==> src/design/psdwc_pkg.sv <==
// ----------------------------------------------------------------------------
// psdwc_pkg
// Shared constants and types of the PLL divider word calculator.
// ----------------------------------------------------------------------------
package psdwc_pkg;

   localparam int unsigned FREQ_W = 32;
   localparam int unsigned REF_W  = 27;
   localparam int unsigned EXP_W  = 3;
   localparam int unsigned WORD_W = 16;
   localparam int unsigned MAX_EXP = 5;

   localparam logic [REF_W-1:0] REF_RESET = 27'd26000000;
   localparam logic [FREQ_W-1:0] MIN_LO_HZ = 32'd85000000;
   localparam logic [FREQ_W-1:0] MAX_LO_HZ = 32'd4200000000;
   localparam logic [37:0] TOP_VCO_HZ = 38'd5400000000;
   localparam logic [32:0] FBK_SWITCH_HZ = 33'd3200000000;

   localparam logic [1:0] FBK_CODE_TWO  = 2'b01;
   localparam logic [1:0] FBK_CODE_FOUR = 2'b10;

   typedef struct packed {
      logic             in_range;
      logic [EXP_W-1:0] lo_div_exp;
      logic             fbk_is_four;
   } meta_type;

endpackage

==> src/design/psdwc_prep.sv <==
// ----------------------------------------------------------------------------
// psdwc_prep
// Range check, LO divider choice and scaling of the VCO frequency.
// ----------------------------------------------------------------------------
module psdwc_prep #(
   parameter int unsigned FRAC_BITS = 24,
   parameter int unsigned SW = 32 + FRAC_BITS
) (
   input  logic                         clock,
   input  logic                         reset,
   input  logic                         in_valid,
   output logic                         in_ready,
   input  logic [psdwc_pkg::FREQ_W-1:0] in_freq,
   output logic                         out_valid,
   input  logic                         out_ready,
   output logic [SW-1:0]                out_work,
   output psdwc_pkg::meta_type          out_meta
);
   import psdwc_pkg::*;

   logic              valid_ff, valid_in;
   logic [SW-1:0]     work_ff, work_in;
   meta_type          meta_ff, meta_in;
   logic              ok;
   logic [EXP_W-1:0]  power;
   logic [32:0]       fvco;
   logic              fbk4;
   logic [SW:0]       wide;

   assign in_ready = !valid_ff || out_ready;

   always_comb begin
      ok = (in_freq >= MIN_LO_HZ) && (in_freq <= MAX_LO_HZ);
      power = '0;
      // Largest power of two whose multiple of the request stays within 5.4 GHz.
      for (int p = 1; p <= MAX_EXP; p++) begin
         if ((38'(in_freq) << p) <= TOP_VCO_HZ) begin
            power = EXP_W'(p);
         end
      end
      fvco = 33'(in_freq) << power;
      fbk4 = (fvco >= FBK_SWITCH_HZ);
      wide = ((SW+1)'(fvco) << FRAC_BITS) >> (fbk4 ? 2 : 1);
      if (ok) begin
         work_in = wide[SW-1:0];
         meta_in.in_range = 1'b1;
         meta_in.lo_div_exp = power;
         meta_in.fbk_is_four = fbk4;
      end else begin
         work_in = '0;
         meta_in = '0;
      end
      valid_in = in_ready ? in_valid : valid_ff;
   end

   always_ff @(posedge clock) begin
      if (reset) begin
         valid_ff <= 1'b0;
      end else begin
         valid_ff <= valid_in;
      end
      if (in_ready && in_valid) begin
         work_ff <= work_in;
         meta_ff <= meta_in;
      end
   end

   assign out_valid = valid_ff;
   assign out_work  = work_ff;
   assign out_meta  = meta_ff;

endmodule

==> config.mk <==
export PLATFORM = sky130hd
export DESIGN_NAME = psdwc_prep
export DESIGN_NICKNAME = d
export VERILOG_FILES = /design/src/design/psdwc_pkg.sv /design/src/design/psdwc_prep.sv
export SDC_FILE = /design/constraint.sdc
export NUM_CORES = 1
export LEC_CHECK = 0
export BUFFER_PORTS_ARGS = -buffer_cell sky130_fd_sc_hd__buf_2
export CAP_MARGIN = 20
export CORE_MARGIN = 5
export CORE_UTILIZATION = 45
export DETAILED_ROUTE_END_ITERATION = 7
export GPL_TIMING_DRIVEN = 0
export PLACE_DENSITY = 0.74
export SETUP_SLACK_MARGIN = 0.4
export SYNTH_ARGS = -nofsm -noshare
export SYNTH_HDL_FRONTEND = slang
export SYNTH_SLANG_ARGS = --single-unit
==> constraint.sdc <==
create_clock -name clock -period 5 [get_ports clock]
set_clock_uncertainty 0.15 [all_clocks]
set_input_delay 0.5 -clock clock [delete_from_list [all_inputs] [get_ports clock]]
set_output_delay 0.5 -clock clock [all_outputs]
set_load 0.01 [all_outputs]
# Word-level counts from Yosys, hierarchy flattened

Index checks and enable logic that the tools add are counted.

Bitwise operators: 0
Muxes and demuxes: 7
Reductions and logical operators: 4
Shift operators: 2
$lt $le $gt $ge: 8
Equal/unequal tests: 0
Add/subtract/negate cells: 0
$mul: 0
Div/mod/pow operators: 0

Operators with widths:

| cell                                                                                  | number |
|---|---|
| 57-bit by 2-bit right shift with 56-bit output                                        | 1 |
| 37-bit by 33-bit <= comparator with 1-bit output, second input constant               | 1 |
| 36-bit by 33-bit <= comparator with 1-bit output, second input constant               | 1 |
| 35-bit by 33-bit <= comparator with 1-bit output, second input constant               | 1 |
| 34-bit by 33-bit <= comparator with 1-bit output, second input constant               | 1 |
| 33-bit by 32-bit greater-or-equal comparator with 1-bit output, second input constant | 1 |
| 33-bit <= comparator, second input constant                                           | 1 |
| 32-bit by 3-bit << shifter with 33-bit output                                         | 1 |
| 32-bit by 27-bit greater-or-equal comparator with 1-bit output, second input constant | 1 |
| 32-bit <= comparator, second input constant                                           | 1 |
| 2-bit 2-to-1 mux                                                                      | 3 |
| 3-bit 2-to-1 mux                                                                      | 2 |
| 5-bit 2-to-1 mux                                                                      | 1 |
| 1-bit logical AND                                                                     | 2 |
| 1-bit logical NOT                                                                     | 1 |
| 1-bit logical OR                                                                      | 1 |
| 1-bit 2-to-1 mux                                                                      | 1 |

Output and inout bits: 63
Latch bits: 0
Register bits: 62
Logic and storage cells: 26
Memory bits (read-only): 0
Memories: 0
Bits of input ports: 36
RAM bits: 0

# Longest topological paths before layout

Depth in word-level cells: 10
Depth in mapped cells: 18
Depth with buffers taken out: 13

# Worst setup path before layout

Ideal clock, no wire load.

Kind: input to register
From: input port in_freq[27] (netlist name)
To: register work_ff[39] (netlist: out_work[39]), data pin
Library setup time: 0.266 ns
Buffers on the path: 4
Data arrival time: 3.960 ns
Required time: 4.584 ns
Path slack: 0.624 ns
Cell stages on the path: 16
Cell sequence: buf_2 -> or4_1 -> nor4_1 -> a311oi_1 -> or2_1 -> o221ai_2 -> buf_6 -> buf_6 -> mux2i_4 -> o221ai_2 -> a2111oi_2 -> a41oi_1 -> a21oi_4 -> buf_6 -> mux2i_1 -> nor2_1

Word-level cells in the longest chain between the ends: 10
Elaborated cells on any way between the ends: 17
Those cells by class: 8 x order compare; 2 x shift; 6 x mux; 1 x reduce/logical

RTL lines:

| item                                                           | line             | source |
|---|---|---|
| start, declared                                                | psdwc_prep.sv:13 | `input logic [psdwc_pkg::FREQ_W-1:0] in_freq,` |
| 33-bit <= comparator                                           | psdwc_prep.sv:37 | `if ((38'(in_freq) << p) <= TOP_VCO_HZ) begin` |
| 1-bit 2-to-1 mux                                               | psdwc_prep.sv:37 |  |
| 2-bit 2-to-1 mux (2 in a row)                                  | psdwc_prep.sv:37 |  |
| 3-bit 2-to-1 mux (2 in a row)                                  | psdwc_prep.sv:37 |  |
| 32-bit by 3-bit << shifter with 33-bit output                  | psdwc_prep.sv:41 | `fvco = 33'(in_freq) << power;` |
| 33-bit by 32-bit greater-or-equal comparator with 1-bit output | psdwc_prep.sv:42 | `fbk4 = (fvco >= FBK_SWITCH_HZ);` |
| 2-bit 2-to-1 mux                                               | psdwc_prep.sv:43 | `wide = ((SW+1)'(fvco) << FRAC_BITS) >> (fbk4 ? 2 : 1);` |
| 57-bit by 2-bit right shift with 56-bit output                 | psdwc_prep.sv:43 |  |
| end signal, assigned                                           | psdwc_prep.sv:63 | `work_ff <= work_in;` |
| end, declared                                                  | psdwc_prep.sv:22 | `logic [SW-1:0] work_ff, work_in;` |

Several ways; a longest one is shown, not always the timed one.
A chain may end at the register's enable or synchronous reset.

# Worst setup path after layout

From: input port in_freq[26] (netlist name)
To: register work_ff[42] (netlist: out_work[42]), data pin

Same word-level chain as after synthesis.

==> impl_results.rst <==
.. list-table::
   :header-rows: 1

   * - Metric
     - Value
   * - Fraction of layout instances using a drive strength above 1
     - 28.9%
   * - Combinational share of power
     - 41.5%
   * - Count of maximum capacitance violations
     - 0
   * - Number of clock sinks seen by CTS
     - 41
   * - Sequential fraction of the synthesis area
     - 29.8%
   * - Cell-internal power
     - 798 uW
   * - CTS H-tree depth
     - 2
   * - Total instance count after detailed placement
     - 689
   * - RD Place Congestion
     - 0.976
   * - Reg clk slew, reported paths
     - 0.08 ns
   * - Number of cell rows
     - 34
   * - Relative contribution of sequential cells to total power
     - 36.9%
   * - F_max
     - 221 MHz
   * - Number of antenna-violating nets in the routed design
     - 0
   * - First-pass GRT wire length
     - 20.5 mm
   * - Leakage power of the design
     - 2.09 nW
   * - Worst Path Arrival
     - 4.41 ns
   * - Largest net degree at the start of global routing
     - 41
   * - Die width
     - 105 um
   * - Number of global-route vias before repair
     - 4172
   * - Standard cell core area
     - 8810 sq um
   * - Most common cell after layout, fill and taps aside
     - sky130_fd_sc_hd__buf_2
   * - Post-layout instance area
     - 4940 sq um
   * - Status
     - finished clean
   * - Req. time, crit path
     - 4.89 ns
   * - Post-synthesis instance total
     - 485
   * - Final #Nets
     - 626
   * - Antenna fix cells
     - 0
   * - Final non-filler cell total
     - 699
   * - Final number of setup-violating endpoints
     - 0
   * - Cell at the root of the clock tree
     - sky130_fd_sc_hd__clkbuf_8
   * - Count of synthesis-stage warnings from yosys
     - 0
   * - Overall routing resource usage
     - 21.9%
   * - Max Transition Viols Final
     - 0
   * - Primary FF master, synth
     - sky130_fd_sc_hd__edfxtp_1
   * - Kind of critical path
     - in2reg
   * - Areal power density over the cells
     - 248 nW/um^2
   * - Routed via count
     - 4286
   * - Later-pin clock latency in the skew report
     - 0.30 ns
   * - Number of distinct library cell variants in the gate-level netlist after synthesis
     - 70
   * - Filler Cell Count
     - 829
   * - Detail-routed via count per cell
     - 6.13
   * - Synthesized area
     - 4100 sq um
   * - Post-detailed-route wirelength per cell
     - 18.1 um
   * - Flip-flop and latch count after synthesis
     - 41
   * - Worst Tran Pin Value
     - 0.869 ns
   * - Switching share of total power
     - 34.9%
   * - 1st-iter DRT viols
     - 368
   * - Area growth from synthesis to layout
     - 20.5%
   * - FF-to-FF setup slack
     - 3.32 ns
   * - Height of the chip
     - 105 um
   * - Clock tree from TritonCTS
     - done
   * - Total power
     - 1.23 mW
   * - IR drop worst, VDD
     - 0.143 mV
   * - Number of enable flip-flop cells after synthesis
     - 40
   * - Overall routed net length
     - 12.6 mm
   * - Tightest Hold Check Type
     - in2reg
   * - Hold violation count in the final report
     - 0
   * - Maximum fanout count along the critical path
     - 10
   * - Total negative slack for setup checks
     - 0 ns
   * - Remaining DRCs
     - 0
   * - Reported net switching power
     - 428 uW
   * - First-pass iteration count of the detailed router
     - 5
   * - Area of the die
     - 11100 sq um
   * - Time the worst path needs with I/O delays and setup
     - 4.53 ns
   * - Longest Clk Path Bufs
     - 2
   * - Most used cells in the layout excluding fill and tap cells
     - 78 x sky130_fd_sc_hd__buf_2, 51 x sky130_fd_sc_hd__nor2_1, 48 x sky130_fd_sc_hd__mux2i_1
   * - Area post-placement
     - 4690 sq um
   * - Global route total overflow
     - 0
   * - Number of antenna violations at the first check in global routing
     - 0
   * - Worst slew margin
     - 42.1%
   * - Initial cell density of the core
     - 46.5%
   * - Element type at the critical path end
     - flip-flop
   * - Count of port buffers added during placement
     - 74
   * - Setup repair after global routing missed its margin
     - false
   * - Part of the total power dissipated in the clock network
     - 21.6%
   * - Top Ports
     - 99
   * - Async set-or-reset flop fraction in the synthesized netlist
     - 0%
   * - Number of buffers created by CTS
     - 5
   * - Kind of start point of the critical path
     - input pin
   * - Synthesized area per cell
     - 8.45 sq um
   * - HPWL after detailed placement
     - 9.49 mm
   * - Worst hold margin
     - 0.196 ns
   * - Period Utilization, post-route
     - 90.5%
[synthesized netlist by cell type (8+ instances only)]
cell | number | area (sq um)
sky130_fd_sc_hd__nor2_1 | 51 | 191
sky130_fd_sc_hd__mux2i_1 | 50 | 500
sky130_fd_sc_hd__edfxtp_1 | 40 | 1200
sky130_fd_sc_hd__nand2_1 | 40 | 150
sky130_fd_sc_hd__clkbuf_1 | 34 | 128
sky130_fd_sc_hd__a21oi_1 | 26 | 130
sky130_fd_sc_hd__buf_4 | 24 | 180
sky130_fd_sc_hd__o21ai_0 | 18 | 90.1
sky130_fd_sc_hd__nand3_1 | 15 | 75.1
sky130_fd_sc_hd__nand4_1 | 11 | 68.8
sky130_fd_sc_hd__nor4_1 | 11 | 68.8
sky130_fd_sc_hd__nor3_1 | 10 | 50.1
sky130_fd_sc_hd__nand4b_1 | 8 | 70.1
[cell families (layout without fill, tap and decap cells)]
family,after synthesis,in the layout,synth area share [%]
and+or+nand+nor,191,191,25.1
AOI/OAI and AO/OA,116,116,20.3
muxes,58,58,14.7
other,1,23,0.0915
DFF,41,41,29.8
buffers and inverters,78,162,10.0
[flip-flops by register name (all words and copies together) (netlist names)]
signal,count
out_meta,5
out_valid,1
out_work,35
[layout make-up]
cell class / count / area [sq um] / share of cell area, %
Tap cell: 108 / 135 / 2.74
Clock inverter: 2 / 35.0 / 0.709
Sequential cell: 41 / 1220 / 24.7
Clock buffer: 6 / 72.6 / 1.47
Multi-Input combinational cell: 388 / 2660 / 53.8
Inverter: 9 / 33.8 / 0.684
Buffer: 69 / 400 / 8.11
Timing Repair Buffer: 76 / 385 / 7.80
[what timing repair did]
item / CTS / global route
buffers inserted: 1 / 1
endpoints found under the setup margin: 30 / 31
resized for setup: 11 / 34
hold buffers: 0 / 0
pin swaps: 0 / 3
[metal layers]
| layer | GRT usage (%) | vias up | wire length [um] |
|---|---|---|---|
| li1 | - | 2033 | - |
| met5 | 0 | - | 0 |
| met1 | 29.9 | 1981 | 5490 |
| met3 | 3.06 | 29 | 1000 |
| met2 | 34.6 | 243 | 5710 |
| met4 | 9.56 | 0 | 433 |
[per-stage QoR]
stage / util, % / worst slack [ns]
global route: 56.1 / 0.383
detailed placement: 53.2 / -0.124
floorplan: - / 0.624
global placement: 53.2 / -0.0629
finish: 56.1 / 0.475
CTS: 55.1 / 0.415
[critical path, cell delays in order]
cell,delay [ns]
sky130_fd_sc_hd__clkbuf_2,0.20
sky130_fd_sc_hd__or4_4,0.56
sky130_fd_sc_hd__or2_2,0.31
sky130_fd_sc_hd__o221ai_1,0.33
sky130_fd_sc_hd__a21boi_2,0.16
sky130_fd_sc_hd__o221ai_2,0.20
sky130_fd_sc_hd__buf_6,0.19
sky130_fd_sc_hd__mux2i_1,0.43
sky130_fd_sc_hd__o221ai_1,0.24
sky130_fd_sc_hd__a2111oi_4,0.33
sky130_fd_sc_hd__a41oi_2,0.22
sky130_fd_sc_hd__a21oi_4,0.29
sky130_fd_sc_hd__buf_8,0.19
sky130_fd_sc_hd__mux2i_1,0.21
sky130_fd_sc_hd__nor2_1,0.07
[power groups by stage]
| stage | logic, mW | clock network [mW] | registers (mW) |
|---|---|---|---|
| after global placement | 0.471 | 0 | 0.459 |
| final | 0.509 | 0.265 | 0.452 |
| after CTS | 0.486 | 0.268 | 0.453 |
| after detailed placement | 0.478 | 0 | 0.461 |
| after global routing | 0.554 | 0.287 | 0.457 |
| after floorplan | 0.315 | 0 | 0.487 |
[path summary, 6_finish.rpt]
| kind | startpoint | endpoint | cells past startpoint |
|---|---|---|---|
| worst max-delay path | in_freq[26] | out_work[42]$_SDFFCE_PN0P_ | 15 |
| worst min-delay path | reset | out_valid$_SDFFE_PP0N_ | 2 |
| worst max register to register | out_valid$_SDFFE_PP0N_ | out_work[28]$_SDFFCE_PN0P_ | 2 |
| worst min register to register | out_valid$_SDFFE_PP0N_ | out_valid$_SDFFE_PP0N_ | 2 |
Note: power is estimated with default switching activity, not from simulation.
