`src/design/psdwc_pkg.sv`:
```
// ----------------------------------------------------------------------------
// psdwc_pkg
// Shared constants and types of the PLL divider word calculator.
// ----------------------------------------------------------------------------
package psdwc_pkg;

   localparam int unsigned FREQ_W = 32;
   localparam int unsigned REF_W  = 27;
   localparam int unsigned EXP_W  = 3;
   localparam int unsigned WORD_W = 16;
   localparam int unsigned MAX_EXP = 5;

   localparam logic [REF_W-1:0] REF_RESET = 27'd26000000;
   localparam logic [FREQ_W-1:0] MIN_LO_HZ = 32'd85000000;
   localparam logic [FREQ_W-1:0] MAX_LO_HZ = 32'd4200000000;
   localparam logic [37:0] TOP_VCO_HZ = 38'd5400000000;
   localparam logic [32:0] FBK_SWITCH_HZ = 33'd3200000000;

   localparam logic [1:0] FBK_CODE_TWO  = 2'b01;
   localparam logic [1:0] FBK_CODE_FOUR = 2'b10;

   typedef struct packed {
      logic             in_range;
      logic [EXP_W-1:0] lo_div_exp;
      logic             fbk_is_four;
   } meta_type;

endpackage

```
`src/design/psdwc_cell.sv`:
```
// ----------------------------------------------------------------------------
// psdwc_cell
// One restoring division step: produces one quotient bit per cell.
// ----------------------------------------------------------------------------
module psdwc_cell #(
   parameter int unsigned SW = 56
) (
   input  logic                        clock,
   input  logic                        reset,
   input  logic [psdwc_pkg::REF_W-1:0] ref_clock,
   input  logic                        in_valid,
   output logic                        in_ready,
   input  logic [psdwc_pkg::REF_W-1:0] in_rem,
   input  logic [SW-1:0]               in_work,
   input  psdwc_pkg::meta_type         in_meta,
   output logic                        out_valid,
   input  logic                        out_ready,
   output logic [psdwc_pkg::REF_W-1:0] out_rem,
   output logic [SW-1:0]               out_work,
   output psdwc_pkg::meta_type         out_meta
);
   import psdwc_pkg::*;

   logic             valid_ff, valid_in;
   logic [REF_W-1:0] rem_ff, rem_in;
   logic [SW-1:0]    work_ff, work_in;
   meta_type         meta_ff;
   logic [REF_W:0]   rem_sh;
   logic [REF_W+1:0] diff;
   logic             take;

   assign in_ready = !valid_ff || out_ready;

   // The work word shifts dividend bits out at the top and quotient bits in
   // at the bottom, so after the last cell it holds the whole quotient.
   always_comb begin
      rem_sh  = {in_rem, in_work[SW-1]};
      diff    = {1'b0, rem_sh} - {2'b00, ref_clock};
      take    = !diff[REF_W+1];
      rem_in  = take ? diff[REF_W-1:0] : rem_sh[REF_W-1:0];
      work_in = {in_work[SW-2:0], take};
      valid_in = in_ready ? in_valid : valid_ff;
   end

   always_ff @(posedge clock) begin
      if (reset) begin
         valid_ff <= 1'b0;
      end else begin
         valid_ff <= valid_in;
      end
      if (in_ready && in_valid) begin
         rem_ff  <= rem_in;
         work_ff <= work_in;
         meta_ff <= in_meta;
      end
   end

   assign out_valid = valid_ff;
   assign out_rem   = rem_ff;
   assign out_work  = work_ff;
   assign out_meta  = meta_ff;

endmodule

```
`config.mk`:
```
export PLATFORM = sky130hd
export DESIGN_NAME = psdwc_cell
export DESIGN_NICKNAME = d
export VERILOG_FILES = /design/src/design/psdwc_pkg.sv /design/src/design/psdwc_cell.sv
export SDC_FILE = /design/constraint.sdc
export NUM_CORES = 1
export LEC_CHECK = 0
export ABC_AREA = 1
export BUFFER_PORTS_ARGS = -buffer_cell sky130_fd_sc_hd__buf_2
export CORE_MARGIN = 4
export CORE_UTILIZATION = 49
export CTS_CLUSTER_DIAMETER = 150
export DETAILED_ROUTE_END_ITERATION = 8
export PLACE_DENSITY = 0.78
export SKIP_CTS_REPAIR_TIMING = 1
export SLEW_MARGIN = 20
export SYNTH_ARGS = -nofsm -noshare
export SYNTH_HDL_FRONTEND = slang
export SYNTH_SLANG_ARGS = --single-unit
```
`constraint.sdc`:
```
create_clock -name clock -period 6.55 [get_ports clock]
set_input_delay 0.655 -clock clock [delete_from_list [all_inputs] [get_ports clock]]
set_output_delay 0.655 -clock clock [all_outputs]
set_load 0.02 [all_outputs]
```
# After elaboration in Yosys (flattened, before gate mapping)
# Index checks and enable logic that the tools add are counted.
# word_totals
output_inout_bits	90
elab_cells	12
latchBits	0
mem_bits_ro	0
ramBits	0
register_bits	89
input_bits	119
mem_count	0
# op_classes
n_eq_ne	0
n_bitwise	0
n_reduce_logical	4
add_sub_neg	1
muxes	1
n_shift	0
magnitude_cmp	0
n_div	0
n_mul	0
# op_table
operator	n
28-bit by 27-bit subtractor with 29-bit output	1
27-bit 2-to-1 mux	1
1-bit logical NOT	2
1-bit logical AND	1
1-bit logical OR	1

# Depth between registers and ports, before layout
# Gate-level depths: netlist (run 1).
# depth
word_depth	3
depth_mapped	16
depth_no_buf	15

# Worst setup path after synthesis (run 1)
# Ideal clock, no wire load.
# synth_timing
path_kind	input to register
start	input in_valid
end	register meta_ff (netlist bit out_meta[0]) (enable)
t_required_ns	5.986
slack_ns	1.037
arrival_ns	4.950
setup_ns	0.564
path_stages	2
path_buffers	0
cell_sequence	inv_1 > a21oi_1
# synth_between
elab_chain_len	1
# synth_lines
element	line	rtl
from (decl)	psdwc_cell.sv:11	input logic in_valid,
1-bit logical AND	psdwc_cell.sv:51	if (in_ready && in_valid) begin
to (signal assigned)	psdwc_cell.sv:54	meta_ff <= in_meta;
to (decl)	psdwc_cell.sv:27	meta_type meta_ff;
# Every way passes these cells.
# A chain may end at the register's enable or synchronous reset.

# Final worst setup path (run 1)
# layout_timing
start	input in_work[55]
end	register rem_ff[26], in the netlist out_rem[26] (data pin)
# layout_between
elab_chain_len	2
# layout_lines
element	line	rtl
from (decl)	psdwc_cell.sv:14	input logic [SW-1:0] in_work,
28-bit by 27-bit subtractor with 29-bit output	psdwc_cell.sv:38	diff = {1'b0, rem_sh} - {2'b00, ref_clock};
27-bit 2-to-1 mux	psdwc_cell.sv:40	rem_in = take ? diff[REF_W-1:0] : rem_sh[REF_W-1:0];
net rem_in[26]	psdwc_cell.sv:25	logic [REF_W-1:0] rem_ff, rem_in;
to (signal assigned)	psdwc_cell.sv:52	rem_ff <= rem_in;
to (decl)	psdwc_cell.sv:25	
# The timed path passes the listed nets, and every way through them passes these cells.

==> results of run 1 <==
## layout make-up
type,count,area [um^2],share of cell area
Sequential cell,89,2660,0.400
Multi-Input combinational cell,398,2060,0.309
Timing Repair Buffer,210,1060,0.159
Inverter,134,508,0.0764
Tap cell,136,170,0.0256
Clock buffer,10,128,0.0192
Clock inverter,6,67.6,0.0102
Antenna cell,1,2.50,0.000376
## through the flow
| step | utilization | total power (W) | instance area [um^2] | std cells | setup WS (ns) |
|---|---|---|---|---|---|
| after global placement | 0.619 | 0.00108 | 6450 | 967 | 3.74 |
| after detailed placement | 0.619 | 0.00109 | 6450 | 967 | 3.66 |
| after CTS | 0.638 | 0.00147 | 6650 | 983 | 4.05 |
| after global routing | 0.638 | 0.00154 | 6650 | 984 | 3.87 |
| after floorplan | - | 0.000971 | 5280 | 626 | 1.04 |
| final | 0.638 | 0.00145 | 6650 | 984 | 4.03 |
## cells in the final DEF, fill, tap and decap left out, types with 3 or more instances in the layout
cell type	count
nand2_2	20
ha_1	27
nand2_4	4
nor2_1	30
xor2_1	14
nor2_2	3
nand3_1	34
edfxtp_1	88
and2_1	3
buf_2	208
inv_2	3
nand4_1	6
inv_1	130
a21oi_1	11
nand2_1	228
clkbuf_8	9
## how the worst max path moves through the flow
stage                 start                     to  slack, ns
6_report        in_work[55]  out_rem[26]$_DFFE_PP_       4.03
3_3_place_gp   ref_clock[0]  out_rem[26]$_DFFE_PP_       3.74
5_1_grt         in_work[55]  out_rem[25]$_DFFE_PP_       3.87
4_1_cts         in_work[55]  out_rem[26]$_DFFE_PP_       4.05
3_5_place_dp    in_work[55]  out_rem[26]$_DFFE_PP_       3.66
2_1_floorplan      in_valid  out_meta[0]$_DFFE_PP_       1.04
## registers in the layout, summed over array words and instances (netlist names)
| name | count |
|---|---|
| out_work | 56 |
| out_valid | 1 |
| out_meta | 5 |
| out_rem | 27 |
## critical path, stage by stage
cell     delay [ns]
buf_2          0.07
inv_1          0.04
ha_1           0.21
fa_1           0.45
nor2_1         0.19
o21ai_2        0.09
nand2_4        0.09
nand2_4        0.05
nand2_4        0.06
nand2_2        0.06
nand2_4        0.29
inv_6          0.18
nand2_1        0.09
nand2_1        0.06
## power by group through the flow
| stage | clock, W | sequential (W) | combinational, W |
|---|---|---|---|
| after floorplan | 0 | 0.000771 | 0.000200 |
| after global placement | 0 | 0.000707 | 0.000375 |
| after detailed placement | 0 | 0.000708 | 0.000384 |
| after CTS | 0.000388 | 0.000695 | 0.000385 |
| after global routing | 0.000412 | 0.000699 | 0.000427 |
| final | 0.000375 | 0.000694 | 0.000381 |
## logic make-up after synthesis
family,Yosys count,share of synthesized area
compound gates,18,0.0194
fa+ha+maj,28,0.0677
xor+xnor,15,0.0249
simple gates,337,0.275
flops,89,0.504
buf+inv,139,0.109
## routing by layer
metal  vias to the layer above  GRT usage  share of wire
met3                        33     0.0473          0.073
met4                         2     0.0843          0.025
met5                         -          0         0.0014
li1                       2382          -              -
met1                      2030      0.261           0.40
met2                       177      0.396           0.50
==> qor.yml, run 1 <==
antenna_left: 0
r2r-end: "out_work[24]$_DFFE_PP_"
p_int_w: 0.000996
hold_ws_ns: 0.445
power_density_nw_per_um2: 218
dr.pass1.iters: 5
synth_top_area_share: 0.500
critPathMaxFanout: 31
layout-drive-gt1-share: 0.311
grt_pass1_vias: 4505
seqPwrFrac: 0.479
grt_max_degree: 52
synth_area_leaders: "edfxtp_1 50%, nand2_1 16%, inv_1 9.2%"
wl_per_cell_um: 14.1
dp_hpwl_um: 11500
die-area_um2: 12500
run_status: "finished clean"
io_pins: 209
io_buffers: 208
min_from: "reset"
power.leakage_nw: 3.62
initial_utilization: 0.507
yosys.cell_types.count: 31
grt_use_total: 0.222
hold_viol: 0
yosys_warnings: 0
netlist.top_cell.by_area: "edfxtp_1"
clock_path_buffers: 2
synth_ff_type: "edfxtp_1"
async_flop_share: 0
synth_edf_count: 88
setup_viol: 0
critPathRequiredTime_ns: 6.66
drv_cap: 0
synth_area_um2: 5280
hold_class: "input port to register"
combPwrFrac: 0.263
drt-total-wl_um: 13900
hold-path-endpoint: "out_valid$_SDFFE_PP0N_"
synthCells: 626
relSlewSlack: 0.591
start_kind: "input port"
synth_seq_cells: 89
fin_crit_sh: 0.385
switchingPower_w: 0.000455
fin_crit_ns: 2.52
core_area_um2: 10400
power_frac_clock: 0.258
die_y_um: 112
die_w_um: 112
cts-root-buf: "clkbuf_8"
syn_nets: 773
grt_pass1_wl_um: 21700
synth_most_common_cell: "nand2_1"
drc: 0
ff2ff_setup_slack_ns: 5.13
rows: 37
clock_latency_ns: 0.35
r2r-start: "out_valid$_SDFFE_PP0N_"
cts-buffers-inserted: 9
rsz0062_at_grt: "no"
worstPathArrival_ns: 2.63
dr_total_vias: 4624
overflow: 0
synthToLayoutAreaGrowth_pct: 25.9
routabilityCongestion: 0.927
ctsHtreeMaxLevel: 3
cts_sinks: 89
finalSetupTns_ns: 0
layout.nets: 989
viasPerCell: 4.70
yosysSeqAreaShare: 0.504
maxSlewViolCount: 0
worst-slew-pin-transition_ns: 0.613
p_sw_frac: 0.313
worstSetupPathType: "input port to register"
path_clk_slew_ns: 0.09
drt-initial-drc-count: 210
avgSynthCellArea_um2: 8.44
antenna_found_initial: 2
cts_tree: "built"
reg2reg_depth: 2
critPathCaptureType: "register"
vdd.ir_drop.worst_mv: 0.112
max_freq_mhz: 397
whs_path_depth: 2
fin_skew_ns: 0.00646
fill_cells: 990
synth_common_cells: "228 x nand2_1, 130 x inv_1, 88 x edfxtp_1"
(Power assumes the default switching activity.)
==> run 2, diff against run 1 <==
--- a/config.mk
+++ b/config.mk
@@ -8,10 +8,10 @@
 export ABC_AREA = 1
 export BUFFER_PORTS_ARGS = -buffer_cell sky130_fd_sc_hd__buf_2
 export CORE_MARGIN = 4
-export CORE_UTILIZATION = 49
+export CORE_UTILIZATION = 45
 export CTS_CLUSTER_DIAMETER = 150
 export DETAILED_ROUTE_END_ITERATION = 8
-export PLACE_DENSITY = 0.78
+export PLACE_DENSITY = 0.75
 export SKIP_CTS_REPAIR_TIMING = 1
 export SLEW_MARGIN = 20
 export SYNTH_ARGS = -nofsm -noshare
==> constraint.sdc (replaced) <==
create_clock -name clock -period 2 [get_ports clock]
set_input_delay 0.2 -clock clock [delete_from_list [all_inputs] [get_ports clock]]
set_output_delay 0.2 -clock clock [all_outputs]
set_load 0.02 [all_outputs]
==> qor.yml, run 2 (same netlist as run 1, synthesis figures left out) <==
fin_skew_ns: 0.0124
io_pins: 209
max_freq_mhz: 557
hold_viol: 0
met3WireLength_um: 1070
reg2reg_depth: 2
grt_pass1_vias: 4357
drc: 0
clock_path_buffers: 2
worstPathArrival_ns: 1.87
worstSetupPathType: "input port to register"
viasPerCell: 4.68
dpl_cell_area_um2: 6620
antenna_left: 0
power.leakage_nw: 3.75
hold_class: "input port to register"
dr_total_vias: 4704
die_y_um: 116
grt_max_degree: 55
path_clk_slew_ns: 0.06
critPathMaxFanout: 25
relSlewSlack: 0.677
overflow: 0
dr.pass1.iters: 4
cts-root-buf: "clkbuf_16"
start_kind: "input port"
die-area_um2: 13500
wl_met2_um: 7450
initial_utilization: 0.461
synthToLayoutAreaGrowth_pct: 30.3
worst-slew-pin-transition_ns: 0.485
largest_reg_flops: 56
critPathRequiredTime_ns: 2.08
drt-initial-drc-count: 261
fin_crit_ns: 1.79
setup_viol: 0
cts-buffers-inserted: 9
cts_sinks: 89
highest_layer: "met4"
fin_area_um2: 6890
die_w_um: 116
rows: 39
placedCellCount: 991
cts_tree: "built"
grt_use_total: 0.206
m1WireLength_um: 5570
finalPower_w: 0.00514
vdd.ir_drop.worst_mv: 0.512
drt-total-wl_um: 14300
layout-drive-gt1-share: 0.327
power_density_nw_per_um2: 746
antenna_found_initial: 0
clock_latency_ns: 0.34
core_area_um2: 11500
critPathCaptureType: "register"
grt_pass1_wl_um: 21200
finalSetupTns_ns: 0
diodes: 0
whs_path_depth: 2
worstPathCellList: "buf_2 > ha_1 > fa_1 > nor2_1 > o21ai_2 > nand2_4 > nand2_4 > nand2_4 > nand2_2 > nand2_4 > inv_6 > nand2_1 > nand2_1"
fin_crit_sh: 0.897
layout_common_cells: "228 x nand2_1, 208 x buf_2, 130 x inv_1"
wl_per_cell_um: 14.2
run_status: "finished clean"
crit_slowest_cell: "fa_1"
worst_path_largest_cell_delay_ns: 0.46
critPathMostFrequentCell: "nand2_4"
layout.nets: 1006
stdcell_count: 1006
dp_hpwl_um: 11700
ctsHtreeMaxLevel: 3
final_common_cell: "nand2_1"
routabilityCongestion: 0.885
maxSlewViolCount: 0
rsz0062_at_grt: "no"
io_buffers: 208
drv_cap: 0
==> run 2: cell type report <==
cell class / instances / area (um^2)
clock buffers: 9 / 225
multi-input cells: 398 / 2060
fillers: 1060 / 4580
inverters: 134 / 508
well taps: 143 / 179
flip-flops and latches: 89 / 2670
clock inverters: 6 / 43.8
repair buffers: 227 / 1210
==> run 2: through the flow <==
stage / setup WS [ns] / hold slack [ns] / util
after floorplan: -0.289 / 0.259 / -
after global placement: -0.0667 / 0.350 / 0.577
after detailed placement: -0.128 / 0.359 / 0.577
after CTS: 0.228 / 0.00908 / 0.601
after global routing: 0.100 / 0.0123 / 0.601
final: 0.206 / 0.0176 / 0.601
==> run 2: where the power goes <==
group | internal (W) | total [W] | leakage [nW] | switching, W
sequential | 0.00224 | 0.00228 | 0.862 | 0.0000362
combinational | 0.000487 | 0.00132 | 2.76 | 0.000831
clock | 0.000839 | 0.00154 | 0.132 | 0.000704
total | 0.00357 | 0.00514 | 3.75 | 0.00157
==> run 2: routing by layer <==
| layer | up-vias | GRT usage |
|---|---|---|
| met2 | 141 | 0.386 |
| met1 | 2136 | 0.233 |
| met4 | 0 | 0.0472 |
| met3 | 17 | 0.0518 |
| met5 | - | 0 |
| li1 | 2410 | - |
==> run 2: final timing paths <==
kind	startpoint	end	slack (ns)
worst max register to register	out_valid$_SDFFE_PP0N_	out_rem[2]$_DFFE_PP_	0.66
worst min register to register	out_valid$_SDFFE_PP0N_	out_valid$_SDFFE_PP0N_	0.53
worst max-delay path	ref_clock[0]	out_rem[2]$_DFFE_PP_	0.21
worst min-delay path	reset	out_valid$_SDFFE_PP0N_	0.02
==> run 2: critical path: cells and delay by family <==
| kind | cells | cell delay (ns) |
|---|---|---|
| fa+ha+maj | 2 | 0.68 |
| buf+inv | 2 | 0.21 |
| compound gates | 1 | 0.09 |
| simple gates | 8 | 0.66 |
