<file path="src/design/psdwc_pkg.sv">
// ----------------------------------------------------------------------------
// psdwc_pkg
// Shared constants and types of the PLL divider word calculator.
// ----------------------------------------------------------------------------
package psdwc_pkg;

   localparam int unsigned FREQ_W = 32;
   localparam int unsigned REF_W  = 27;
   localparam int unsigned EXP_W  = 3;
   localparam int unsigned WORD_W = 16;
   localparam int unsigned MAX_EXP = 5;

   localparam logic [REF_W-1:0] REF_RESET = 27'd26000000;
   localparam logic [FREQ_W-1:0] MIN_LO_HZ = 32'd85000000;
   localparam logic [FREQ_W-1:0] MAX_LO_HZ = 32'd4200000000;
   localparam logic [37:0] TOP_VCO_HZ = 38'd5400000000;
   localparam logic [32:0] FBK_SWITCH_HZ = 33'd3200000000;

   localparam logic [1:0] FBK_CODE_TWO  = 2'b01;
   localparam logic [1:0] FBK_CODE_FOUR = 2'b10;

   typedef struct packed {
      logic             in_range;
      logic [EXP_W-1:0] lo_div_exp;
      logic             fbk_is_four;
   } meta_type;

endpackage

</file>
<file path="src/design/psdwc_pack.sv">
// ----------------------------------------------------------------------------
// psdwc_pack
// Output register: packs the divider N into the three register words.
// ----------------------------------------------------------------------------
module psdwc_pack #(
   parameter int unsigned FRAC_BITS = 24,
   parameter int unsigned SW = 32 + FRAC_BITS
) (
   input  logic                         clock,
   input  logic                         reset,
   input  logic                         in_valid,
   output logic                         in_ready,
   input  logic [SW-1:0]                in_ndiv,
   input  psdwc_pkg::meta_type          in_meta,
   output logic                         rsp_valid,
   input  logic                         rsp_stall,
   output logic                         rsp_in_range,
   output logic [psdwc_pkg::EXP_W-1:0]  rsp_lo_div_exp,
   output logic                         rsp_fbk_is_four,
   output logic [psdwc_pkg::WORD_W-1:0] rsp_word_one,
   output logic [psdwc_pkg::WORD_W-1:0] rsp_word_two,
   output logic [psdwc_pkg::WORD_W-1:0] rsp_word_three
);
   import psdwc_pkg::*;

   logic              valid_ff, valid_in;
   meta_type          meta_ff, meta_in;
   logic [WORD_W-1:0] one_ff, one_in;
   logic [WORD_W-1:0] two_ff, two_in;
   logic [WORD_W-1:0] three_ff, three_in;
   logic [23:0]       frac24;
   logic [8:0]        int_low;

   assign in_ready = !valid_ff || !rsp_stall;

   always_comb begin
      int_low = in_ndiv[FRAC_BITS +: 9];
      frac24  = 24'(in_ndiv[FRAC_BITS-1:0]) << (24 - FRAC_BITS);
      meta_in = in_meta;
      if (in_meta.in_range) begin
         one_in = {int_low, in_meta.lo_div_exp,
                   in_meta.fbk_is_four ? FBK_CODE_FOUR : FBK_CODE_TWO, 2'b00};
         two_in   = frac24[23:8];
         three_in = {frac24[7:0], 8'h00};
      end else begin
         meta_in  = '0;
         one_in   = '0;
         two_in   = '0;
         three_in = '0;
      end
      valid_in = in_ready ? in_valid : valid_ff;
   end

   always_ff @(posedge clock) begin
      if (reset) begin
         valid_ff <= 1'b0;
      end else begin
         valid_ff <= valid_in;
      end
      if (in_ready && in_valid) begin
         meta_ff  <= meta_in;
         one_ff   <= one_in;
         two_ff   <= two_in;
         three_ff <= three_in;
      end
   end

   assign rsp_valid       = valid_ff;
   assign rsp_in_range    = meta_ff.in_range;
   assign rsp_lo_div_exp  = meta_ff.lo_div_exp;
   assign rsp_fbk_is_four = meta_ff.fbk_is_four;
   assign rsp_word_one    = one_ff;
   assign rsp_word_two    = two_ff;
   assign rsp_word_three  = three_ff;

   a_reject_zero: assert property (@(posedge clock) disable iff (reset)
      rsp_valid && !rsp_in_range |->
         rsp_word_one == '0 && rsp_word_two == '0 && rsp_word_three == '0 &&
         rsp_lo_div_exp == '0 && !rsp_fbk_is_four)
      else $error("rejected item carries nonzero fields");

   a_exp_range: assert property (@(posedge clock) disable iff (reset)
      rsp_valid && rsp_in_range |-> rsp_lo_div_exp <= EXP_W'(MAX_EXP))
      else $error("LO divider exponent out of range");

   a_word_fields: assert property (@(posedge clock) disable iff (reset)
      rsp_valid && rsp_in_range |->
         rsp_word_one[6:4] == rsp_lo_div_exp &&
         rsp_word_one[3:2] == (rsp_fbk_is_four ? FBK_CODE_FOUR : FBK_CODE_TWO) &&
         rsp_word_one[1:0] == 2'b00 && rsp_word_three[7:0] == 8'h00)
      else $error("word one fields disagree with the item");

   a_hold: assert property (@(posedge clock) disable iff (reset)
      valid_ff && rsp_stall |=> valid_ff && $stable(one_ff))
      else $error("stalled result changed");

endmodule

</file>
<file path="config.mk">
export PLATFORM = sky130hd
export DESIGN_NAME = psdwc_pack
export DESIGN_NICKNAME = d
export VERILOG_FILES = /design/src/design/psdwc_pkg.sv /design/src/design/psdwc_pack.sv
export SDC_FILE = /design/constraint.sdc
export NUM_CORES = 1
export LEC_CHECK = 0
export CORE_UTILIZATION = 55
export CTS_CLUSTER_SIZE = 28
export DETAILED_ROUTE_END_ITERATION = 10
export DONT_BUFFER_PORTS = 1
export HOLD_SLACK_MARGIN = 0.15
export MAX_ROUTING_LAYER = met4
export PLACE_DENSITY = 0.79
export SLEW_MARGIN = 10
export SYNTH_ARGS = -nofsm -noshare
export SYNTH_HDL_FRONTEND = slang
export SYNTH_SLANG_ARGS = --single-unit
</file>
<file path="constraint.sdc">
create_clock -name clock -period 1.6 [get_ports clock]
set_input_delay 0.16 -clock clock [delete_from_list [all_inputs] [get_ports clock]]
set_output_delay 0.16 -clock clock [all_outputs]
set_load 0.05 [all_outputs]
</file>
=== Word level (Yosys, flattened, before mapping) ===
Index checks and enable logic that the tools add are counted.

* Input bits: 65
* Logic and storage cells: 15
* Output and inout port bits: 55
* Register bits: 54

* Multiplexer cells: 2
* Reductions and logical operators: 4

{| class="wikitable"
|+ Operators by type and width
! cell !! count
|-
| two-way mux 5 bit || 1
|-
| zero test 1 bit || 2
|-
| two-way mux 2 bit || 1
|-
| logical AND 1 bit || 1
|-
| logical OR 1 bit || 1
|}

=== Logic depth before layout (Yosys ltp) ===
Gate-level depths: netlist of run 1.

* Depth after elaboration: 3
* Depth in mapped cells: 3
* Gate-level depth less buffers: 2

=== Worst setup path after synthesis of run 1 ===
OpenSTA, ideal clock, no wires.

* Kind: register -> register
* Start: register valid_ff, in the netlist rsp_valid
* End: register meta_ff, in the netlist rsp_in_range, enable pin
* Stages on the path, launching flop included: 3
* Setup time: 0.400 ns
* Data arrival time: 1.952 ns
* Slack: -0.752 ns
* Data required time: 1.200 ns
* Path buffers: 0
* Period minus slack after synthesis: 2.352 ns
* Cells stage by stage: dfxtp_1 nand2_1 and2_1

* Word-level cells in the longest chain between the ends: 3

{| class="wikitable"
|+ RTL lines
! item !! RTL line !! source
|-
| start, declared || psdwc_pack.sv:26 || <nowiki>logic valid_ff, valid_in;</nowiki>
|-
| start signal, assigned || psdwc_pack.sv:58 || <nowiki>valid_ff <= valid_in;</nowiki>
|-
| zero test 1 bit || psdwc_pack.sv:34 || <nowiki>assign in_ready = !valid_ff || !rsp_stall;</nowiki>
|-
| logical OR 1 bit || psdwc_pack.sv:34 ||
|-
| net in_ready || psdwc_pack.sv:12 || <nowiki>output logic in_ready,</nowiki>
|-
| logical AND 1 bit || psdwc_pack.sv:60 || <nowiki>if (in_ready && in_valid) begin</nowiki>
|-
| end signal, assigned || psdwc_pack.sv:61 || <nowiki>meta_ff <= meta_in;</nowiki>
|-
| end, declared || psdwc_pack.sv:27 || <nowiki>meta_type meta_ff, meta_in;</nowiki>
|}

The timed path passes the listed nets, and every way through them passes these cells.
A chain may end at the register's enable or synchronous reset.

=== Worst setup path after layout of run 1 ===
* Start: register valid_ff, in the netlist rsp_valid
* End: register valid_ff, in the netlist rsp_valid

* Word-level cells in the longest chain between the ends: 2

{| class="wikitable"
|+ RTL lines
! item !! RTL line
|-
| zero test 1 bit || psdwc_pack.sv:34
|-
| logical OR 1 bit || psdwc_pack.sv:34
|}

No other way between the ends.

==> metrics.md, run 1 <==
| Metric | Value |
|---|---|
| Vias in the first global route | `863` |
| Sequential fraction of the synthesis area | `74.7%` |
| Synth area leaders | `edfxtp_1 73%, and2_1 15%, buf_4 6.6%, buf_6 2.1%, dfxtp_1 1.3%` |
| Synth top area share | `73.4%` |
| Crit Path Class | `flip-flop to flip-flop` |
| Iter 0 DRT Violations | `22` |
| Yosys warns | `0` |
| Mux contribution to synthesized area | `0%` |
| Leading area contributor after synthesis | `edfxtp_1` |
| Setup ws final | `184 ps` |
| Placer congestion estimate | `0.653` |
| Post-route ant nets | `0` |
| Unrepaired setup endpoints after global routing | `false` |
| Die span in x | `55.9 µm` |
| GR Util met2 | `36.5%` |
| Clock root cell | `clkbuf_4` |
| Fillcell total | `179` |
| Crit share post-route | `88.5%` |
| Max Cap Viol | `0` |
| Simple-Gate Fraction of Synth Area | `15.8%` |
| Synth Area in Compound Gates | `0.314%` |
| Worst-skew pair later-pin latency | `330 ps` |
| Pin count of the biggest net entering global routing | `40` |
| Setup TNS | `0 ps` |
| TritonCTS buffer count | `5` |
| Vias | `859` |
| Share of post-route cells with drive strength above 1 | `11.4%` |
| Maximum level of the CTS H-tree | `2` |
| Post-route DRC violation count | `0` |
| Critical Path Max Stage Delay | `550 ps` |
| Routed wire length | `2820 µm` |
| Adder-cell area share of the yosys netlist | `0%` |
| Met1 usage | `18.1%` |
| GR peak layer | `met2` |
| Chip Height | `55.9 µm` |
| Seq cells post-synth | `40` |
| Post-synth cell types | `11` |
| Tightest Pin Transition | `944 ps` |
| Die area | `3120 µm²` |
| Grt met3 use | `9.07%` |
| Reg clk slew, reported paths | `110 ps` |
| FP Rows | `19` |
| Syn-to-layout area delta | `30.7%` |
| Initial DRT Pass Iterations | `4` |
| Fmax | `706 MHz` |
| Syn_area_per_cell | `15.8 µm²` |
| CP Cell Sequence | `buf_4 > a21oi_1 > nor2_1 > dlygate4sd3_1` |
| Post-CTS Setup Bufs | `0` |
| Max_slew headroom | `36.9%` |
| Min cycle time layout | `1420 ps` |
| Grt ovf | `0` |
| Total global-route track usage | `19.9%` |
| Peak VDD IR | `836 µV` |
| Wire length per cell | `15.7 µm` |
| Clk sinks | `40` |
| Critical Path End Type | `flip-flop` |
| Status | `complete, no violations` |
| TritonCTS clock tree | `done` |
| Via density per instance | `4.77` |
| Largest family of logic cells by synthesized area | `simple AND/OR/NAND/NOR gates` |
| Synth Area in XOR/XNOR | `0%` |
| Critical Path Source Type | `flip-flop` |
| Mapped Area | `1600 µm²` |
| Final Hold Viols | `0` |
| First-pass GRT wire length | `4240 µm` |
| Synth Instances | `101` |
| PwrDens | `1080 nW/µm²` |
| Final setup vio count | `0` |
| Antenna violations before repair | `0` |
| Bufs on Longest Clock Path | `2` |
| Initial Util | `57.8%` |
| IO buf count | `0` |
| Crit path arrival time | `1640 ps` |
| Core ar. | `2760 µm²` |
| Worst path required time | `1830 ps` |
| Worst hold-check path type | `input pin to flip-flop` |
| Post-Place Worst Slack | `541 ps` |
| Clock skew | `6.21 ps` |
| Slew Viols, Final | `0` |
| I/O pin cnt | `120` |
| Static leakage | `0.793 nW` |
| Slowest-stage cell, CP | `dlygate4sd3_1` |
| Worst-path fanout max | `2` |
| Final #Nets | `213` |
| N_diodes | `0` |
## critical path: cells and delay by family (launching register included)
family	cells	cell delay, ps
buffers and inverters	2	740
and+or+nand+nor	1	70
AOI/OAI and AO/OA	1	170
DFF	1	340
## state kept, by name, summed over array words and instances (netlist names)
register        count
rsp_word_one       12
rsp_in_range        1
rsp_valid           1
rsp_word_three      8
rsp_lo_div_exp      2
rsp_word_two       16
## final cells by class
cell class                      instances  area, µm²  area share (%)
Sequential cell                        40       1190            57.2
Timing Repair Buffer                   49        495            23.8
Multi-Input combinational cell         52        299            14.3
Clock buffer                            8       58.8            2.82
Tap cell                               31       38.8            1.86
## cells in the mapped netlist
master    count
nand2_1       1
nor2_1        1
edfxtp_1     39
dfxtp_1       1
a21oi_1       1
clkbuf_2      1
buf_4        14
buf_6         3
conb_1        1
and2_1       38
nor2b_1       1
## cell families (layout without fill, tap and decap cells)
kind of cell | after synthesis | in the layout
AO/OA/AOI/OAI | 1 | 1
buffers and inverters | 18 | 57
flip-flops | 40 | 40
other | 1 | 10
AND/OR/NAND/NOR | 41 | 41
## placed cells by master, fill, tap and decap left out
cell,count
dlygate4sd3_1,41
edfxtp_1,39
and2_1,37
conb_1,10
buf_4,6
clkbuf_4,5
clkbuf_1,2
buf_12,2
nand2_2,1
nor2b_1,1
a21oi_1,1
nor2_1,1
and2_4,1
clkbuf_8,1
dfxtp_2,1
## where the power goes
group | total [W] | switching [W] | leakage, nW | internal (W)
Sequential | 0.00146 | 0.000226 | 0.397 | 0.00123
Combinational | 0.000294 | 0.000176 | 0.363 | 0.000118
Clock | 0.000505 | 0.000288 | 0.0326 | 0.000217
## path summary, 6_finish.rpt
path                                 from              end  slack (ps)  cells past startpoint
worst max-delay path            rsp_valid        rsp_valid         180                      4
worst min-delay path            rsp_stall  rsp_word_two[6]         240                      2
worst max register to register  rsp_valid        rsp_valid         180                      4
worst min register to register  rsp_valid  rsp_word_two[6]         760                      2
## repair_timing
action / CTS / global route
hold buffers: 41 / 0
endpoints found under the hold margin: 41 / 0
resized for setup: 0 / 0
## metal layers
layer,share of wire (%),wire [µm]
met1,35,985
met2,55,1560
met3,9.2,258
met4,0.46,13
met5,0,0
## metrics by stage
step	util, %	hold slack (ps)	power [W]	std cells	cell area (µm²)
floorplan	-	225	0.00168	110	1640
global placement	58.6	227	0.00168	131	1620
detailed placement	58.6	233	0.00169	131	1620
CTS	75.6	218	0.00227	180	2080
global route	75.6	227	0.00234	180	2080
finish	75.6	244	0.00226	180	2080
No activity file was read; power rests on OpenSTA's default activity.
==> run 2: changes to the inputs <==
--- a/config.mk
+++ b/config.mk
@@ -5,13 +5,13 @@
 export SDC_FILE = /design/constraint.sdc
 export NUM_CORES = 1
 export LEC_CHECK = 0
-export CORE_UTILIZATION = 55
+export CORE_UTILIZATION = 40
 export CTS_CLUSTER_SIZE = 28
 export DETAILED_ROUTE_END_ITERATION = 10
 export DONT_BUFFER_PORTS = 1
 export HOLD_SLACK_MARGIN = 0.15
 export MAX_ROUTING_LAYER = met4
-export PLACE_DENSITY = 0.79
+export PLACE_DENSITY = 0.62
 export SLEW_MARGIN = 10
 export SYNTH_ARGS = -nofsm -noshare
 export SYNTH_HDL_FRONTEND = slang
==> run 2 against run 1 <==
Highest routed layer unchanged; largest cell class unchanged; flip-flop and latch count is the same; critical path type is now input pin to flip-flop; largest power group unchanged; global-route usage shrank 5.1 points; die area grew 36%; total power grew 12%; cell count grew 7.8%; wire length grew 4.5%.
==> metrics.md, run 2 (synthesis results as in run 1) <==
| Metric | Value |
|---|---|
| I/O pin cnt | `120 (unchanged)` |
| Internal | `0.00180 W (+15%)` |
| Crit path launch | `in_meta[4]` |
| Initial Util | `42.6% (-15 points)` |
| Sequential power share | `57.8% (-6.8 points)` |
| P_sw | `0.000731 W (+5.8%)` |
| TritonCTS buffer count | `5 (unchanged)` |
| Total global-route track usage | `14.9% (-5.1 points)` |
| TritonCTS clock tree | `done` |
| # resized after CTS | `0 (unchanged)` |
| Final setup vio count | `0 (unchanged)` |
| CP Cell Sequence | `dlygate4sd3_1 > and2_1` |
| Static leakage | `0.793 nW (about the same)` |
| Critical Path Source Type | `input pin` |
| Grt ovf | `0 (unchanged)` |
| Clock root cell | `clkbuf_8` |
| Max_slew headroom | `33.7% (-3.2 points)` |
| N_diodes | `0 (unchanged)` |
| Initial DRT Pass Iterations | `4 (unchanged)` |
| Setup TNS | `0 ps (unchanged)` |
| Routed wire length | `2940 µm (+4.5%)` |
| Critical Path End Type | `flip-flop` |
| Post-route DRC violation count | `0 (unchanged)` |
| PwrDens | `1200 nW/µm² (+11%)` |
| Clock skew | `4.07 ps (-2.14 ps)` |
| Die span in x | `65.2 µm (+17%)` |
| R2R Path Start | `rsp_valid` |
| Bufs on Longest Clock Path | `2 (unchanged)` |
| Reg clk slew, reported paths | `80 ps (-30 ps)` |
| Crit Path Class | `input pin to flip-flop` |
| Worst path required time | `1750 ps (-80 ps)` |
| Net Sw Frac | `28.8% (-1.7 points)` |
| Wire length per cell | `15.2 µm (-3.1%)` |
| Via density per instance | `4.62 (-3.2%)` |
| Placer congestion estimate | `0.633 (-3.1%)` |
| Iter 0 DRT Violations | `75 (+240%)` |
| Tot Pwr | `0.00253 W (+12%)` |
| Combinational Power Share | `10.9% (-2.1 points)` |
| Placed cell areas | `1600 µm² (-1.2%)` |
| Worst Path Buf+Inv | `1 (-1)` |
| IO buf count | `0 (unchanged)` |
| Worst-path fanout max | `39 (+37)` |
| Chip Height | `65.2 µm (+17%)` |
| Clk sinks | `40 (unchanged)` |
| Crit share post-route | `92.2% (+3.6 points)` |
| Slew Viols, Final | `0 (unchanged)` |
| CTS Hold Bufs | `40 (-2.4%)` |
| Post-Layout Inst Area | `2100 µm² (+0.96%)` |
| Worst hold-check path type | `input pin to flip-flop` |
| Crit path arrival time | `1620 ps (-20 ps)` |
| Vias | `896 (+4.3%)` |
| Peak VDD IR | `591 µV (-29%)` |
| Commonest cells after routing, fill and taps aside | `40 x dlygate4sd3_1, 39 x edfxtp_1, 37 x and2_1, 10 x conb_1, 6 x buf_4` |
| Maximum level of the CTS H-tree | `2 (unchanged)` |
| Post-route ant nets | `0 (unchanged)` |
| Fmax | `678 MHz (-4.0%)` |
| Number of flip-flops in the largest register | `16 (unchanged)` |
| FP Rows | `22 (+3)` |
| Die area | `4240 µm² (+36%)` |
| Tightest Pin Transition | `992 ps (+47.8 ps)` |
| Most common cell after layout, fill and taps aside | `dlygate4sd3_1` |
| Status | `complete, no violations` |
| Antenna violations before repair | `0 (unchanged)` |
| Clock power frac | `31.2% (+8.8 points)` |
| Core ar. | `3740 µm² (+36%)` |
| Post-CTS Setup Bufs | `0 (unchanged)` |
| First-pass GRT wire length | `4370 µm (+2.9%)` |
| Unrepaired setup endpoints after global routing | `false` |
| Post-Layout Cell Count | `194 (+7.8%)` |
| Placed insts | `146 (+11%)` |
| Share of post-route cells with drive strength above 1 | `11.0% (-0.45 points)` |
| Max Cap Viol | `0 (unchanged)` |
| CP top delay family | `buffers and inverters` |
| Pin count of the biggest net entering global routing | `40 (unchanged)` |
| Syn-to-layout area delta | `31.9%` |
| Dpl hpwl | `1660 µm` |
| Min cycle time layout | `1470 ps (+58.3 ps)` |
| Min-delay src | `in_valid` |
| Critical Path Max Stage Delay | `1190 ps (+640 ps)` |
| Final #Nets | `210 (-1.4%)` |
| Vias in the first global route | `923 (+7.0%)` |
| Worst-skew pair later-pin latency | `280 ps (-50 ps)` |
| Final Hold Viols | `0 (unchanged)` |
| Slowest-stage cell, CP | `dlygate4sd3_1` |
==> run 2: cell types whose count changed in the layout (fill, tap and decap cells not counted) <==
| cell | previous run | this run |
|---|---|---|
| dlygate4sd3_1 | 41 | 40 |
| bufinv_16 | 0 | 1 |
| clkinv_2 | 0 | 1 |
| clkbuf_1 | 2 | 1 |
| clkbuf_8 | 1 | 5 |
| clkbuf_4 | 5 | 0 |
| buf_12 | 2 | 0 |
==> run 2: worst paths after layout <==
path,end,slack (ps),cells after the start
setup / recovery,rsp_lo_div_exp[1],130,2
hold / removal,rsp_word_one[8],370,1
setup reg to reg,rsp_valid,230,4
hold reg to reg,rsp_word_one[8],930,2
==> run 2: per-stage QoR <==
stage / worst slack [ps] / hold slack [ps] / utilization [%]
after CTS: 143 / 366 / 56.2
final: 125 / 366 / 56.2
after detailed placement: 385 / 230 / 42.6
after global routing: 5.72 / 387 / 56.2
after global placement: 426 / 227 / 42.6
after floorplan: 145 / 225 / -
==> run 2: layout make-up <==
| cell class | instances | area, µm² |
|---|---|---|
| fill | 303 | 1640 |
| multi-input combinational | 52 | 299 |
| timing repair buffer | 46 | 445 |
| clock inverter | 2 | 35.0 |
| tap | 48 | 60.1 |
| sequential | 40 | 1190 |
| clock buffer | 6 | 72.6 |
==> run 2: layer usage <==
metal,GRT usage [%],share of wire [%]
met4,5.16,1.4
met1,14.7,37
met2,25.7,52
met3,6.94,9.5
met5,-,0
==> run 2: power by group through the flow <==
stage	clock (W)	sequential, W	combinational [W]
2_1_floorplan	0	0.00151	0.000175
3_3_place_gp	0	0.00148	0.000184
3_5_place_dp	0	0.00149	0.000191
4_1_cts	0.000808	0.00147	0.000276
5_1_grt	0.000851	0.00147	0.000295
6_report	0.000792	0.00146	0.000277
